`src/rtl/core/nrt_pkg.sv`:
```
// ----------------------------------------------------------------------------
// nrt_pkg
// shared types, codes and checksum helpers of the nat redirect table
// ----------------------------------------------------------------------------
package nrt_pkg;

  localparam logic [1:0] OP_FWD = 2'd0;
  localparam logic [1:0] OP_REV = 2'd1;
  localparam logic [1:0] OP_QRY = 2'd2;

  localparam logic [3:0] IPV4_VERSION = 4'd4;
  localparam logic [7:0] PROTO_TCP    = 8'd6;

  localparam logic REG_LOCAL_IP   = 1'b0;
  localparam logic REG_PROXY_PORT = 1'b1;

  localparam int unsigned HASH_W  = 32;

  typedef enum logic [3:0] {
    ST_REDIRECTED  = 4'd0,
    ST_RESTORED    = 4'd1,
    ST_PASSED      = 4'd2,
    ST_REV_MISS    = 4'd3,
    ST_NOT_SYN     = 4'd4,
    ST_FULL        = 4'd5,
    ST_OVERWRITTEN = 4'd6,
    ST_QUERY_HIT   = 4'd7,
    ST_QUERY_MISS  = 4'd8
  } status_e;

  typedef enum logic [1:0] {
    K_PASS = 2'd0,
    K_FWD  = 2'd1,
    K_REV  = 2'd2,
    K_QRY  = 2'd3
  } kind_e;

  typedef struct packed {
    logic        valid;
    logic [31:0] cli_addr;
    logic [15:0] cli_port;
    logic [31:0] orig_addr;
    logic [15:0] orig_port;
  } entry_t;

  typedef struct packed {
    kind_e       kind;
    logic        syn;
    logic [31:0] src_addr;
    logic [15:0] src_port;
    logic [31:0] dst_addr;
    logic [15:0] dst_port;
    logic [15:0] ip_sum;
    logic [15:0] tcp_sum;
    logic [31:0] local_ip;
    logic [15:0] proxy_port;
    logic [15:0] fwd_ip_sum;
    logic [15:0] fwd_tcp_sum;
  } item_t;

  // ones-complement contribution of one word change
  function automatic logic [19:0] csum_word(input logic [15:0] oldw, input logic [15:0] neww);
    return {4'b0, ~oldw} + {4'b0, neww};
  endfunction

  function automatic logic [15:0] csum_finish(input logic [19:0] acc);
    logic [16:0] a;
    a = {1'b0, acc[15:0]} + {13'b0, acc[19:16]};
    a = a + {16'b0, a[16]};
    return ~a[15:0];
  endfunction

endpackage

```
`src/rtl/core/nrt_front.sv`:
```
// ----------------------------------------------------------------------------
// nrt_front
// accepts requests, classifies them, hashes the key to a set and
// precomputes the forward rewrite checksums
// ----------------------------------------------------------------------------
module nrt_front import nrt_pkg::*; #(
  parameter int unsigned NSETS = 1024,
  parameter int unsigned SW    = 10
) (
  input  logic              clk_i,
  input  logic              rst_ni,
  input  logic              in_valid_i,
  output logic              in_ready_o,
  input  logic [1:0]        op_i,
  input  logic [3:0]        ip_version_i,
  input  logic [7:0]        protocol_i,
  input  logic [31:0]       src_addr_i,
  input  logic [15:0]       src_port_i,
  input  logic [31:0]       dst_addr_i,
  input  logic [15:0]       dst_port_i,
  input  logic              syn_flag_i,
  input  logic [15:0]       ip_sum_in_i,
  input  logic [15:0]       tcp_sum_in_i,
  input  logic [31:0]       local_ip_i,
  input  logic [15:0]       proxy_port_i,
  output logic              push_o,
  output item_t             item_o,
  output logic [SW-1:0]     set_o,
  input  logic              full_i
);

  localparam bit          IS_POW2 = ((NSETS & (NSETS - 1)) == 0);
  localparam logic [31:0] NSETS_W = 32'(NSETS);
  localparam logic [31:0] RECIP   = 32'((64'd1 << 32) / NSETS);

  logic              busy_q, busy_d;
  logic [1:0]        cnt_q, cnt_d;
  logic [HASH_W-1:0] h_q, h_d;
  logic [31:0]       q_q, q_d;
  logic [SW-1:0]     rem_q, rem_d;
  logic [1:0]        op_q;
  logic [3:0]        ver_q;
  logic [7:0]        proto_q;
  logic [31:0]       sa_q, da_q;
  logic [15:0]       sp_q, dp_q, ips_q, tcps_q;
  logic              syn_q;

  logic              accept;
  logic [HASH_W-1:0] key_sum;
  logic [63:0]       prod;
  logic [31:0]       r_est;
  logic [19:0]       ip_acc, tcp_acc;

  assign in_ready_o = !busy_q;
  assign accept     = in_valid_i && in_ready_o;
  assign push_o     = busy_q && (cnt_q == 2'd0) && !full_i;
  assign set_o      = rem_q;

  always_comb begin
    if (op_i == OP_REV) begin
      key_sum = dst_addr_i + {16'b0, dst_port_i};
    end else begin
      key_sum = src_addr_i + {16'b0, src_port_i};
    end
    // quotient estimate is at most one low, so one correction step
    prod  = {32'b0, h_q} * {32'b0, RECIP};
    r_est = h_q - q_q * NSETS_W;
    if (r_est >= NSETS_W) begin
      r_est = r_est - NSETS_W;
    end
  end

  always_comb begin
    busy_d = busy_q;
    cnt_d  = cnt_q;
    h_d    = h_q;
    q_d    = q_q;
    rem_d  = rem_q;
    if (accept) begin
      busy_d = 1'b1;
      if (IS_POW2) begin
        rem_d = key_sum[SW-1:0];
        cnt_d = 2'd0;
      end else begin
        h_d   = key_sum;
        cnt_d = 2'd2;
      end
    end else if (busy_q && cnt_q == 2'd2) begin
      q_d   = prod[63:32];
      cnt_d = 2'd1;
    end else if (busy_q && cnt_q == 2'd1) begin
      rem_d = r_est[SW-1:0];
      cnt_d = 2'd0;
    end else if (push_o) begin
      busy_d = 1'b0;
    end
  end

  always_ff @(posedge clk_i or negedge rst_ni) begin
    if (!rst_ni) begin
      busy_q <= 1'b0;
      cnt_q  <= 2'd0;
    end else begin
      busy_q <= busy_d;
      cnt_q  <= cnt_d;
    end
  end

  always_ff @(posedge clk_i) begin
    h_q   <= h_d;
    q_q   <= q_d;
    rem_q <= rem_d;
    if (accept) begin
      op_q    <= op_i;
      ver_q   <= ip_version_i;
      proto_q <= protocol_i;
      sa_q    <= src_addr_i;
      sp_q    <= src_port_i;
      da_q    <= dst_addr_i;
      dp_q    <= dst_port_i;
      syn_q   <= syn_flag_i;
      ips_q   <= ip_sum_in_i;
      tcps_q  <= tcp_sum_in_i;
    end
  end

  always_comb begin
    ip_acc  = {4'b0, ~ips_q} + csum_word(da_q[31:16], local_ip_i[31:16])
            + csum_word(da_q[15:0], local_ip_i[15:0]);
    tcp_acc = {4'b0, ~tcps_q} + csum_word(da_q[31:16], local_ip_i[31:16])
            + csum_word(da_q[15:0], local_ip_i[15:0]) + csum_word(dp_q, proxy_port_i);

    item_o.kind = K_PASS;
    if (op_q == OP_QRY) begin
      item_o.kind = K_QRY;
    end else if (ver_q == IPV4_VERSION && proto_q == PROTO_TCP) begin
      if (op_q == OP_FWD) begin
        item_o.kind = K_FWD;
      end else if (op_q == OP_REV) begin
        item_o.kind = K_REV;
      end
    end
    item_o.syn         = syn_q;
    item_o.src_addr    = sa_q;
    item_o.src_port    = sp_q;
    item_o.dst_addr    = da_q;
    item_o.dst_port    = dp_q;
    item_o.ip_sum      = ips_q;
    item_o.tcp_sum     = tcps_q;
    item_o.local_ip    = local_ip_i;
    item_o.proxy_port  = proxy_port_i;
    item_o.fwd_ip_sum  = csum_finish(ip_acc);
    item_o.fwd_tcp_sum = csum_finish(tcp_acc);
  end

endmodule

```
`config.mk`:
```
export PLATFORM = sky130hd
export DESIGN_NAME = nrt_front
export DESIGN_NICKNAME = d
export VERILOG_FILES = /design/src/rtl/core/nrt_pkg.sv /design/src/rtl/core/nrt_front.sv
export SDC_FILE = /design/constraint.sdc
export NUM_CORES = 1
export LEC_CHECK = 0
export ABC_AREA = 1
export BUFFER_PORTS_ARGS = -buffer_cell sky130_fd_sc_hd__buf_2
export CORE_MARGIN = 5
export CORE_UTILIZATION = 50
export CTS_BUF_LIST = sky130_fd_sc_hd__clkbuf_8 sky130_fd_sc_hd__clkbuf_16
export CTS_CLUSTER_SIZE = 14
export DETAILED_ROUTE_END_ITERATION = 12
export PLACE_DENSITY_LB_ADDON = 0.1
export REMOVE_ABC_BUFFERS = 1
export SYNTH_ARGS = -nofsm -noshare
export SYNTH_HDL_FRONTEND = slang
export SYNTH_SLANG_ARGS = --single-unit
```
`constraint.sdc`:
```
create_clock -name clk_i -period 9.1 [get_ports clk_i]
set_input_delay 0.455 -clock clk_i [delete_from_list [all_inputs] [get_ports clk_i]]
set_output_delay 0.455 -clock clk_i [all_outputs]
set_load 0.005 [all_outputs]
```
==> qor.yml <==
drt:
  drt-total-wl_um: 38100
  vias_per_cell: 4.89
  via_count: 10600
  first_pass_iters: 5
  drc: 0
  antenna_left: 0
  dr.first_iter.drc_count: 557
  wl_per_cell_um: 17.5
setup_path:
  endpoint_kind: "output pin"
  critPathKind: "reg -> out"
  cp.required_ns: 8.65
  crit_slowest_cell: "fa_1"
  cpPeakStageDelay_ns: 0.54
  cp_common_cell: "nand2_1"
  critPathMaxFanout: 6
  worstSetupStartpointType: "flip-flop"
  crit_arrival_ns: 8.22
timing:
  setup_violations: 0
  worst_slew_pin_slew_ns: 0.901
  skew_ns: 0.0135
  whs_ns: 0.195
  finalCriticalPeriod_ns: 8.68
  fin_crit_sh: 0.953
  worst_slew_margin_rel: 0.399
  hold_viol_final: 0
  slew_viol_final: 0
  fmax_mhz: 115
synthesis:
  synth.distinct_cells: 44
  synthesis.area_um2: 12600
  synth_xor_area_frac: 0.0444
  synth_compound_area_frac: 0.0612
  synth_top_family_by_area: "adder cells"
  syn_inst: 1416
  synth_simple_gate_area_frac: 0.196
  synthMuxAreaShare: 0.000796
  ys_warn_count: 0
  syn_area_per_cell_um2: 8.88
  seq_area_frac_synth: 0.367
  synth_adder_area_share: 0.212
  ys_ff_latch: 154
die:
  start_util: 0.504
  dieHeight_um: 169
  num_rows: 58
  die_w_um: 169
  dieArea_um2: 28400
  core_um2: 25000
  boundaryPins: 418
clock_tree:
  h-tree-depth: 4
  clock_sinks: 154
  cts_tree: "yes"
  root_buffer: "clkbuf_16"
  clk_latency_ns: 0.42
  cts_buffers: 17
  clock_path_buffers: 2
  clk_pin_slew_ns: 0.08
layout:
  fill_cells: 2172
  area_delta_synth_final_pct: 27.4
  nets: 2190
  drive_gt1_frac: 0.346
global_routing:
  grt_pass1_wl_um: 56300
  grt_usage: 0.256
  grt_pass1_vias: 10600
  overflow: 0
  grt_max_degree: 87
  antenna_found_initial: 10
min_path:
  min_path_type: "in -> reg"
placement:
  portBuffers: 417
  place_congestion: 0.892
  hpwl_um: 31700
flow_run:
  drv_cap: 0
run_status:
  run_status: "finished clean"
synth_stat cells, drive strengths merged:
| library cell | n | area share |
|---|---|---|
| nand2 | 341 | 0.11 |
| inv | 295 | 0.088 |
| edfxtp | 153 | 0.37 |
| ha | 100 | 0.099 |
| nand3 | 94 | 0.044 |
| nor2 | 87 | 0.036 |
| fa | 71 | 0.11 |
| a21oi | 64 | 0.026 |
| buf | 49 | 0.029 |
| o21ai | 47 | 0.019 |
| xor2 | 42 | 0.030 |
| xnor2 | 20 | 0.015 |
| nand4 | 8 | 0.0040 |
| a21boi | 6 | 0.0036 |
| o21bai | 6 | 0.0036 |
| a21o | 4 | 0.0024 |
| a31oi | 4 | 0.0020 |
| nand3b | 3 | 0.0018 |
| nor3 | 3 | 0.0012 |
| nor4 | 3 | 0.0015 |
| or2 | 3 | 0.0015 |
| clkinv | 2 | 0.00060 |
| o22ai | 2 | 0.00099 |
| a211oi | 1 | 0.00060 |
| a31o | 1 | 0.00070 |
| and2 | 1 | 0.00050 |
| clkbuf | 1 | 0.00030 |
| dfrtp | 1 | 0.0020 |
| mux2i | 1 | 0.00080 |
| o2111ai | 1 | 0.00070 |
| o2bb2ai | 1 | 0.00070 |
| o31ai | 1 | 0.00060 |
sequential cells by signal, summed over array words and instances, names as in the netlist:
name / flops
set_o: 10
busy_q: 1
sa_q: 32
ver_q: 4
tcps_q: 16
proto_q: 8
dp_q: 16
ips_q: 16
sp_q: 16
op_q: 2
syn_q: 1
da_q: 32
what timing repair did:
item                                    in CTS  in global routing
buffers inserted                             3                 16
hold buffers                                 1                  0
endpoints found under the setup margin       6                 16
pin swaps                                    4                 53
cloned                                       0                  0
gates resized for setup                     15                105
hold endpoints to repair                     1                  0
critical path, delay by kind of cell, from the launching register on:
kind                     cells  cell delay (ns)
AND/OR/NAND/NOR             23             2.28
flip-flops                   1             0.40
AO/OA/AOI/OAI                7             1.10
XOR/XNOR                     3             0.45
buffers and inverters        8             0.65
adder cells (fa/ha/maj)      9             2.87
path summary, 6_finish.rpt:
kind | slack (ns) | to | start | depth (start not counted)
max | 0.42 | item_o[12] | da_q[4] | 50
min in group asynchronous | 0.34 | busy_q | rst_ni | 2
max reg2reg | 6.67 | tcps_q[2] | busy_q | 4
min | 0.19 | sa_q[19] | src_addr_i[19] | 1
max in group asynchronous | 8.67 | busy_q | rst_ni | 2
min reg2reg | 0.58 | busy_q | busy_q | 2
layer usage:
| layer | wire (um) | GRT usage |
|---|---|---|
| met2 | 19700 | 0.456 |
| met4 | 876 | 0.0709 |
| met1 | 14800 | 0.306 |
| met5 | 71 | 0 |
| met3 | 2580 | 0.0689 |
logic make-up (layout without fill, tap and decap cells):
logic type / after synthesis / count (layout)
buf+inv: 347 / 768
fa+ha+maj: 171 / 171
compound gates: 138 / 138
mux: 1 / 1
simple gates: 543 / 543
other cells: 0 / 5
flops: 154 / 154
xor+xnor: 62 / 62
final cells by class:
cell class                      instances  area, um^2  area share
Multi-Input combinational cell        915        7020       0.438
Sequential cell                       154        4620       0.288
Timing Repair Buffer                  439        2260       0.141
Inverter                              297        1120      0.0699
Clock buffer                           17         425      0.0265
Tap cell                              330         413      0.0258
Clock inverter                         15         154     0.00960
Antenna cell                            5        12.5    0.000781
placed cells by master (no fill, tap or decap), drive strengths merged, types with 20 or more instances in the layout:
| master | n |
|---|---|
| a21oi | 64 |
| inv | 303 |
| edfxtp | 153 |
| xnor2 | 20 |
| buf | 438 |
| ha | 100 |
| nand3 | 94 |
| o21ai | 47 |
| nor2 | 87 |
| nand2 | 341 |
| fa | 71 |
| xor2 | 42 |
through the flow:
step | util | setup WS (ns) | area, um^2 | std cells | setup TNS [ns]
after detailed placement | 0.590 | -0.0212 | 14700 | 2115 | -0.0339
after global placement | 0.590 | 0.226 | 14700 | 2115 | 0
after CTS | 0.616 | 0.000997 | 15400 | 2151 | 0
final | 0.642 | 0.425 | 16000 | 2172 | 0
after global routing | 0.642 | -0.119 | 16000 | 2172 | -0.266
after floorplan | - | 1.18 | 12200 | 1366 | 0
Power is not shown: default switching activity piles up to over one toggle a cycle in this logic, so the estimate is an artifact.
