<file path="src/rtl/core/nrt_fifo.sv">
// ----------------------------------------------------------------------------
// nrt_fifo
// two-entry queue between the classifier front and the table back end
// ----------------------------------------------------------------------------
module nrt_fifo #(
  parameter int unsigned W = 8
) (
  input  logic         clk_i,
  input  logic         rst_ni,
  input  logic         push_i,
  input  logic [W-1:0] data_i,
  output logic         full_o,
  input  logic         pop_i,
  output logic [W-1:0] data_o,
  output logic         empty_o
);

  logic [W-1:0] slot_q [2];
  logic         wr_ptr_q, wr_ptr_d;
  logic         rd_ptr_q, rd_ptr_d;
  logic [1:0]   cnt_q, cnt_d;

  assign full_o  = (cnt_q == 2'd2);
  assign empty_o = (cnt_q == 2'd0);
  assign data_o  = slot_q[rd_ptr_q];

  always_comb begin
    wr_ptr_d = wr_ptr_q;
    rd_ptr_d = rd_ptr_q;
    cnt_d    = cnt_q;
    if (push_i) begin
      wr_ptr_d = ~wr_ptr_q;
    end
    if (pop_i) begin
      rd_ptr_d = ~rd_ptr_q;
    end
    if (push_i && !pop_i) begin
      cnt_d = cnt_q + 2'd1;
    end else if (!push_i && pop_i) begin
      cnt_d = cnt_q - 2'd1;
    end
  end

  always_ff @(posedge clk_i or negedge rst_ni) begin
    if (!rst_ni) begin
      wr_ptr_q <= 1'b0;
      rd_ptr_q <= 1'b0;
      cnt_q    <= 2'd0;
    end else begin
      wr_ptr_q <= wr_ptr_d;
      rd_ptr_q <= rd_ptr_d;
      cnt_q    <= cnt_d;
    end
  end

  always_ff @(posedge clk_i) begin
    if (push_i) begin
      slot_q[wr_ptr_q] <= data_i;
    end
  end

endmodule

</file>
<file path="config.mk">
export PLATFORM = sky130hd
export DESIGN_NAME = nrt_fifo
export DESIGN_NICKNAME = d
export VERILOG_FILES = /design/src/rtl/core/nrt_fifo.sv
export SDC_FILE = /design/constraint.sdc
export NUM_CORES = 1
export LEC_CHECK = 0
export ABC_AREA = 1
export BUFFER_PORTS_ARGS = -buffer_cell sky130_fd_sc_hd__buf_2
export CORE_UTILIZATION = 56
export CTS_BUF_LIST = sky130_fd_sc_hd__clkbuf_8
export CTS_CLUSTER_SIZE = 24
export DETAILED_ROUTE_END_ITERATION = 8
export PLACE_DENSITY_LB_ADDON = 0.08
export SETUP_SLACK_MARGIN = 0.2
export SLEW_MARGIN = 10
export SYNTH_ARGS = -nofsm -noshare
export SYNTH_HDL_FRONTEND = slang
export SYNTH_SLANG_ARGS = --single-unit
export TNS_END_PERCENT = 50
</file>
<file path="constraint.sdc">
create_clock -name clk_i -period 2.2 [get_ports clk_i]
set_clock_uncertainty 0.1 [all_clocks]
set_input_delay 0.33 -clock clk_i [delete_from_list [all_inputs] [get_ports clk_i]]
set_output_delay 0.33 -clock clk_i [all_outputs]
set_load 0.005 [all_outputs]
</file>
==> results of run 1 <==
[cell families (layout without fill, tap and decap cells)]
group | after synthesis | after routing | synth area share
AND/OR/NAND/NOR | 10 | 10 | 0.0505
multiplexers | 8 | 8 | 0.147
XOR/XNOR | 3 | 3 | 0.0321
adder cells (fa/ha/maj) | 1 | 1 | 0.0153
buffers and inverters | 8 | 33 | 0.0459
flip-flops | 20 | 20 | 0.709
[what timing repair did]
action,CTS,global route
hold endpoints to repair,4,0
buffers inserted,0,0
hold buffers,1,0
[state kept, by name, indices dropped and copies added, names as in the netlist]
register,cells
slot_q,16
cnt_q,2
rd_ptr_q,1
wr_ptr_q,1
[worst max-delay path: cells and delay by family (launching register included)]
family | cells | cell delay, ps
buffers and inverters | 1 | 130
DFF | 1 | 660
muxes | 1 | 340
[power groups by stage]
stage	combinational, mW	sequential, mW	clock (mW)
floorplan	0.268	0.557	0
global placement	0.314	0.604	0
detailed placement	0.322	0.609	0
CTS	0.324	0.601	0.274
global route	0.359	0.613	0.283
finish	0.319	0.599	0.268
[metrics by stage]
| stage | total power [mW] | cells | worst slack [ps] | utilization | hold WS (ps) |
|---|---|---|---|---|---|
| 2_1_floorplan | 0.825 | 50 | 956 | - | -65.6 |
| 3_3_place_gp | 0.918 | 85 | 673 | 0.698 | 43.2 |
| 3_5_place_dp | 0.931 | 85 | 655 | 0.698 | 44.7 |
| 4_1_cts | 1.20 | 90 | 377 | 0.747 | 161 |
| 5_1_grt | 1.26 | 90 | 337 | 0.747 | 161 |
| 6_report | 1.19 | 90 | 393 | 0.747 | 165 |
[worst max path at each step]
stage                                     from                     end  slack [ps]  cells after the start
after floorplan           wr_ptr_q$_DFFE_PN0P_  slot_q[0][0]$_DFFE_PP_         960                      1
after global placement    rd_ptr_q$_DFFE_PN0P_               data_o[0]         670                      2
after detailed placement  rd_ptr_q$_DFFE_PN0P_               data_o[3]         660                      2
after CTS                 rd_ptr_q$_DFFE_PN0P_               data_o[3]         380                      2
after global routing      rd_ptr_q$_DFFE_PN0P_               data_o[0]         340                      2
final                     rd_ptr_q$_DFFE_PN0P_               data_o[1]         390                      2
[final cells by class]
class | instances | area [um^2] | share of cell area
timing repair buffer | 22 | 115 | 0.116
clock buffer | 4 | 55.1 | 0.0553
sequential | 20 | 581 | 0.583
inverter | 7 | 26.3 | 0.0264
tap | 15 | 18.8 | 0.0188
multi-input combinational | 22 | 200 | 0.201
[cell usage in the layout, fill, tap and decap left out]
master and count:
nand2_1 5, mux2_4 8, edfxtp_1 16, nor2_1 3, clkbuf_8 4, buf_2 21, nand4_1 1, xor2_1 2
ha_1 1, inv_1 7, xnor2_1 1, dlygate4sd3_1 1, nand3_1 1, dfrtp_1 4
[layer usage]
metal | GRT usage | routed length (um)
met5 | 0 | 0
met4 | 0.125 | 17
met3 | 0.0500 | 59
met2 | 0.306 | 647
met1 | 0.180 | 442
==> results.md, run 1 <==
- First-pass GRT wire length: 1680 um
- Post-CTS sizing: 0
- I/O Buffers: 21
- HP Start: data_i[1]
- Share of layout cells above drive strength 1: 0.440
- Tightest Pin Transition: 668 ps
- HPWL after DPL: 860 um
- FF-to-FF path depth: 1
- Post-Syn Nets: 63
- Period minus WS final: 1810 ps
- # IOs: 22
- Die span in y: 40.2 um
- Die area: 1620 um^2
- Grt ovf: 0
- Area leader, netlist: edfxtp_1
- R2R Setup Slk: 790 ps
- Post-route clock period utilization: 0.821
- Post-synthesis cell area: 818 um^2
- Htree depth: 1
- Ys async rst share: 0.200
- Synth top cells by count: edfxtp_1 (16), mux2_4 (8), inv_1 (7), nand2_1 (5), dfrtp_1 (4)
- PwrDens: 1190 nW/um^2
- F_max: 554 MHz
- First-pass DRT Iterations: 4
- Final hold vios: 0
- Vias in the first global route: 418
- Number of synthesized register bits: 20
- Worst EP required: 1770 ps
- Clock Tree Buf Depth: 2
- Fillers: 97
- Hold crit path type: primary input to register
- Hold path depth: 1
- RR Startpoint: wr_ptr_q$_DFFE_PN0P_
- WL/cell: 13.0 um
- Peak supply drop: 836 uV
- Hold worst-path end: slot_q[1][1]$_DFFE_PP_
- Ordered list of cells on the worst path: mux2_4 > buf_2
- Clock transition at the registers of the reported paths: 70 ps
- Final setup violation count: 0
- Largest net degree at the start of global routing: 12
- Wirelength, routed: 1170 um
- Avg Inst Size Synth: 16.4 um^2
- Clk pwr share: 0.226
- Net Switching: 0.315 mW
- Antenna cell count: 0
- Sw Share: 0.265
- Slowest CP cell: dfrtp_1
- Internal Dissipation: 0.872 mW
- Post-Synthesis Cells: 50
- Cts bufs inserted: 3
- Final instance area: 996 um^2
- Antenna Violating Nets Remaining: 0
- Static leakage: 0.458 nW
- DRC viols: 0
- Worst setup SP type: register
- Status: complete, no violations
- Worst EP arrival: 1380 ps
- Initial Util: 0.614
- Vias per inst: 5.01
- Slew headroom: 0.553
- CTS root buffer: clkbuf_8
- Final nets: 89
- Post-synth top area share: 0.587
- Initial detailed-routing violation count: 9
- Placer Congestion: 0.639
- Die W: 40.2 um
- Count of cell types in the netlist: 12
- Placed Area: 931 um^2
- RR Endpoint: slot_q[0][4]$_DFFE_PP_
- Area of the core: 1330 um^2
- Main synth FF type: edfxtp_1
- Worst-path fanout max: 9
- Clock Sinks: 20
- Count leader, synth: edfxtp_1
- Seq pwr share: 0.505
- RSZ-0062 raised after global routing: no
- Sequential fraction of the synthesis area: 0.709
- CP endpoint kind: output port
- Final Slew Violations: 0
- Clk Latency, worst-skew pair: 250 ps
- Area Overhead vs Synth: 21.7%
- Row count: 13
- Post-synth EDFFs: 16
- Critical path class: register to output port
- Max Cap Viol: 0
- Setup TNS Final: 0 ps
- Slowest stage delay, CP: 660 ps
- Logic gate share of total power: 0.269
- DR vias: 451
- Initial antenna violation count: 0
- Synth top area cells: edfxtp_1 (59%), mux2_4 (15%), dfrtp_1 (12%)
- CTS tree: built
- Total GRT Usage: 0.176
- Synth Warn #: 0
No activity file was read; power rests on OpenSTA's default activity.
==> inputs of run 2 (changes only) <==
Settings changed: CORE_UTILIZATION 56 to 52.
Clock period 2.2 ns to 1.8 ns, I/O delays scaled along.
==> results.md, run 2 (same netlist as run 1, synthesis figures left out) <==
- Share of layout cells above drive strength 1: 0.468
- Fillers: 93
- Largest net degree at the start of global routing: 13
- Setup TNS Final: 0 ps
- Met1 track demand over resource: 0.175
- Final Slew Violations: 0
- Worst EP required: 1430 ps
- HP Start: data_i[0]
- RSZ-0062 raised after global routing: yes
- Critical path class: register to output port
- CTS root buffer: clkbuf_8
- Most frequent cells in the layout: buf_2 (21), edfxtp_1 (16), mux2_4 (8), inv_1 (7), nand2_1 (5)
- Worst setup SP type: register
- RR Endpoint: slot_q[1][4]$_DFFE_PP_
- Antenna cell count: 0
- Tot Pwr: 1.59 mW
- I/O Buffers: 21
- Met2 Usage GRT: 0.266
- Grt ovf: 0
- Vias per inst: 4.83
- Status: complete, no violations
- Initial Util: 0.592
- Worst-path fanout max: 9
- Row count: 13
- Regs by FF count: slot_q x16, cnt_q x2
- FF-to-FF path depth: 2
- Die span in y: 41.7 um
- Clock transition at the registers of the reported paths: 70 ps
- RR Startpoint: wr_ptr_q$_DFFE_PN0P_
- Peak supply drop: 946 uV
- # IOs: 22
- HPWL after DPL: 881 um
- Cts bufs inserted: 3
- Htree depth: 1
- Top reg by flops: slot_q
- CTS tree: built
- Final nets: 91
- DRC viols: 0
- CP endpoint kind: output port
- Vias in the first global route: 449
- F_max: 621 MHz
- Placer Congestion: 0.628
- Final setup violation count: 0
- Final hold vios: 0
- WL/cell: 12.5 um
- DR vias: 444
- PwrDens: 1550 nW/um^2
- Met3 GRT Util: 0.0522
- Clock Sinks: 20
- Clock Tree Buf Depth: 2
- Initial detailed-routing violation count: 4
- Slew headroom: 0.794
- Post-route clock period utilization: 0.895
- First-pass DRT Iterations: 2
- Hold path depth: 1
- Area Overhead vs Synth: 25.7%
- Area of the core: 1380 um^2
- Top Usage Layer GRT: met2
- Leading cell type in the layout, fill and taps excluded: buf_2
- Period minus WS final: 1610 ps
- Die area: 1740 um^2
- Number of flip-flops under the largest register name: 16
- First-pass GRT wire length: 1890 um
- Static leakage: 0.474 nW
- R2R Setup Slk: 680 ps
- Wirelength, routed: 1150 um
- Worst EP arrival: 1240 ps
- Die W: 41.7 um
- Max Cap Viol: 0
- Hold crit path type: primary input to register
- Total GRT Usage: 0.154
- Antenna Violating Nets Remaining: 0
- Initial antenna violation count: 0
- Hold worst-path end: slot_q[1][0]$_DFFE_PP_
- Tightest Pin Transition: 308 ps
- Clk Latency, worst-skew pair: 260 ps
-- run 2: cell count changes in the layout (fill, tap and decap cells not counted), sizes merged --
| cell | previous run | this run |
|---|---|---|
| buf | 21 | 23 |
| bufinv | 0 | 1 |
| clkbuf | 4 | 3 |
-- run 2: worst max path at each step --
stage | from | to | slack, ps | depth (start not counted)
floorplan | wr_ptr_q$_DFFE_PN0P_ | slot_q[0][0]$_DFFE_PP_ | 560 | 1
global placement | rd_ptr_q$_DFFE_PN0P_ | data_o[1] | 330 | 2
detailed placement | rd_ptr_q$_DFFE_PN0P_ | data_o[5] | 310 | 2
CTS | rd_ptr_q$_DFFE_PN0P_ | data_o[5] | 180 | 2
global route | rd_ptr_q$_DFFE_PN0P_ | data_o[6] | 140 | 2
finish | rd_ptr_q$_DFFE_PN0P_ | data_o[3] | 190 | 2
-- run 2: through the flow --
stage           util  hold WS (ps)  std cells  cell area (um^2)  worst slack [ps]
2_1_floorplan      -          -126         50               818               556
3_3_place_gp   0.679         -18.1         86               938               335
3_5_place_dp   0.679         -20.5         86               938               306
4_1_cts        0.744          91.1         92              1030               177
5_1_grt        0.744          87.4         92              1030               141
6_report       0.744          95.2         92              1030               188
-- run 2: routing by layer --
metal,part of all wire,up-vias
li1,-,223
met1,0.41,203
met2,0.53,14
met3,0.046,4
met4,0.015,0
met5,0,-
-- run 2: critical path, cell delays in order (launching register included) --
cell and delay [ps]:
dfrtp_2 530, mux2_4 330, buf_2 120
-- run 2: final cells by class --
| cell class | count | area [um^2] | area share |
|---|---|---|---|
| Clock buffer | 3 | 41.3 | 0.0401 |
| Tap cell | 15 | 18.8 | 0.0182 |
| Multi-Input combinational cell | 22 | 200 | 0.195 |
| Sequential cell | 20 | 582 | 0.566 |
| Timing Repair Buffer | 24 | 130 | 0.127 |
| Inverter | 7 | 26.3 | 0.0255 |
| Clock inverter | 1 | 30.0 | 0.0292 |
-- run 2: power breakdown --
part | leakage [nW] | internal, mW | switching (mW)
Clock | 0.0357 | 0.297 | 0.143
Combinational | 0.242 | 0.262 | 0.153
Sequential | 0.196 | 0.631 | 0.106
Total | 0.474 | 1.19 | 0.401
-- run 2: timing repair --
action | in CTS | in global routing
pin swaps | 0 | 0
endpoints found under the setup margin | 8 | 8
hold buffers | 1 | 0
hold endpoints to repair | 4 | 0
gates resized for setup | 1 | 0
buffers inserted | 1 | 0
==> inputs of run 3 (changes only) <==
Settings changed: CORE_UTILIZATION 52 to 47.
Clock period 1.8 ns to 1.43 ns, I/O delays scaled along.
==> results.md, run 3 (same netlist as run 1, synthesis figures left out) <==
- Clock Sinks: 20
- Crit path launch: rd_ptr_q$_DFFE_PN0P_
- Final core utilization: 0.690
- CP endpoint kind: output port
- Seq pwr share: 0.441
- PwrDens: 1850 nW/um^2
- Static leakage: 0.491 nW
- RSZ-0062 raised after global routing: yes
- RR Startpoint: wr_ptr_q$_DFFE_PN0P_
- Worst EP required: 1120 ps
- DR vias: 457
- Internal Dissipation: 1.47 mW
- Die area: 1910 um^2
- Multi-input gate area: 203 um^2
- Die W: 43.7 um
- Placer Congestion: 0.643
- Regs by FF count: slot_q x16, cnt_q x2
- Number of flip-flops under the largest register name: 16
- Htree depth: 1
- R2R Setup Slk: 290 ps
- I/O Buffers: 21
- Area of the core: 1560 um^2
- Worst setup SP type: register
- Wirelength, routed: 1120 um
- Area Overhead vs Synth: 31.5%
- Final hold vios: 0
- Sw Share: 0.263
- Peak supply drop: 1200 uV
- Largest net degree at the start of global routing: 12
- Leading cell type in the layout, fill and taps excluded: edfxtp_1
- Dpl ws: 142 ps
- Initial antenna violation count: 0
- Total GRT Usage: 0.123
- Sequential cell area: 581 um^2
- Status: finished with violations
- Final instance area: 1080 um^2
- Tightest Pin Transition: 326 ps
- RR Endpoint: slot_q[1][3]$_DFFE_PP_
- CTS root buffer: clkbuf_8
- Period minus WS final: 1550 ps
- Grt ovf: 0
- Non-filler cells, final: 95
- First-pass DRT Iterations: 5
- Share of layout cells above drive strength 1: 0.481
- Top reg by flops: slot_q
- Setup TNS Final: -905 ps
- Die span in y: 43.7 um
- Post-route clock period utilization: 1.08
- Antenna cell count: 0
- Hold crit path type: primary input to register
- Initial detailed-routing violation count: 5
- Placed Area: 970 um^2
- Cts bufs inserted: 3
- Clock Tree Buf Depth: 2
- Logic gate share of total power: 0.382
- Vias per inst: 4.81
- DRC viols: 1
- Antenna Violating Nets Remaining: 0
- Worst EP arrival: 1230 ps
- Final setup violation count: 8
- Violated checks: design-rule violations, negative setup slack
- CTS tree: built
- Slew headroom: 0.783
- FF-to-FF path depth: 2
- Final nets: 93
- Tot Pwr: 1.99 mW
- Net Switching: 0.523 mW
- Setup ws final: -117 ps
- Row count: 14
- Hold_ws: 51.9 ps
- Clk pwr share: 0.176
- WL/cell: 11.8 um
- Max Cap Viol: 0
- Critical path class: register to output port
- Clk Latency, worst-skew pair: 240 ps
- Clock transition at the registers of the reported paths: 70 ps
- First-pass GRT wire length: 1670 um
- Placed instance count: 89
- Worst-path fanout max: 8
- Final Slew Violations: 0
- Setup crit end: data_o[5]
- HPWL after DPL: 799 um
- # IOs: 22
- Fillers: 116
- Initial Util: 0.525
- F_max: 646 MHz
- Most frequent cells in the layout: edfxtp_1 (16), buf_2 (14), mux2_4 (8), buf_6 (7), inv_1 (6)
- Vias in the first global route: 407
[run 3: how the worst min path moves through the flow]
stage                   start                     end  slack (ps)  depth (start not counted)
floorplan              rst_ni    cnt_q[0]$_DFFE_PN0P_        -180                          0
global placement       rst_ni    cnt_q[1]$_DFFE_PN0P_         -70                          1
detailed placement     rst_ni    cnt_q[1]$_DFFE_PN0P_         -70                          1
CTS                 data_i[7]  slot_q[1][7]$_DFFE_PP_          50                          1
global route        data_i[7]  slot_q[0][7]$_DFFE_PP_          40                          1
finish              data_i[5]  slot_q[0][5]$_DFFE_PP_          50                          1
[run 3: what timing repair did]
| action | 4_1_cts | 5_1_grt |
|---|---|---|
| resized for setup | 1 | 7 |
| buffers inserted | 1 | 0 |
| setup endpoints to repair | 8 | 10 |
| hold buffers | 1 | 0 |
| pin swaps | 0 | 2 |
| hold endpoints to repair | 4 | 0 |
| gates cloned | 0 | 0 |
[run 3: cell type report]
type | count | area share
inverter | 7 | 0.0244
tap | 16 | 0.0186
timing repair buffer | 26 | 0.187
sequential | 20 | 0.540
clock buffer | 3 | 0.0384
clock inverter | 1 | 0.00349
multi-input combinational | 22 | 0.188
[run 3: power by group through the flow]
| stage | registers [mW] | logic (mW) | clock network, mW |
|---|---|---|---|
| final | 0.879 | 0.761 | 0.351 |
| after global placement | 0.884 | 0.625 | 0 |
| after floorplan | 0.860 | 0.414 | 0 |
| after global routing | 0.892 | 0.824 | 0.389 |
| after detailed placement | 0.890 | 0.635 | 0 |
| after CTS | 0.877 | 0.676 | 0.362 |
[run 3: routing by layer]
metal	global-route usage	part of all wire	vias up
li1	-	-	228
met3	0.0250	0.041	0
met4	0.0563	0	0
met5	0	0	-
met1	0.159	0.45	217
met2	0.200	0.51	12
[run 3: critical path: stages (launching register included)]
cell     delay [ps]
dfrtp_1         410
buf_12          160
mux2_4          300
buf_6           120
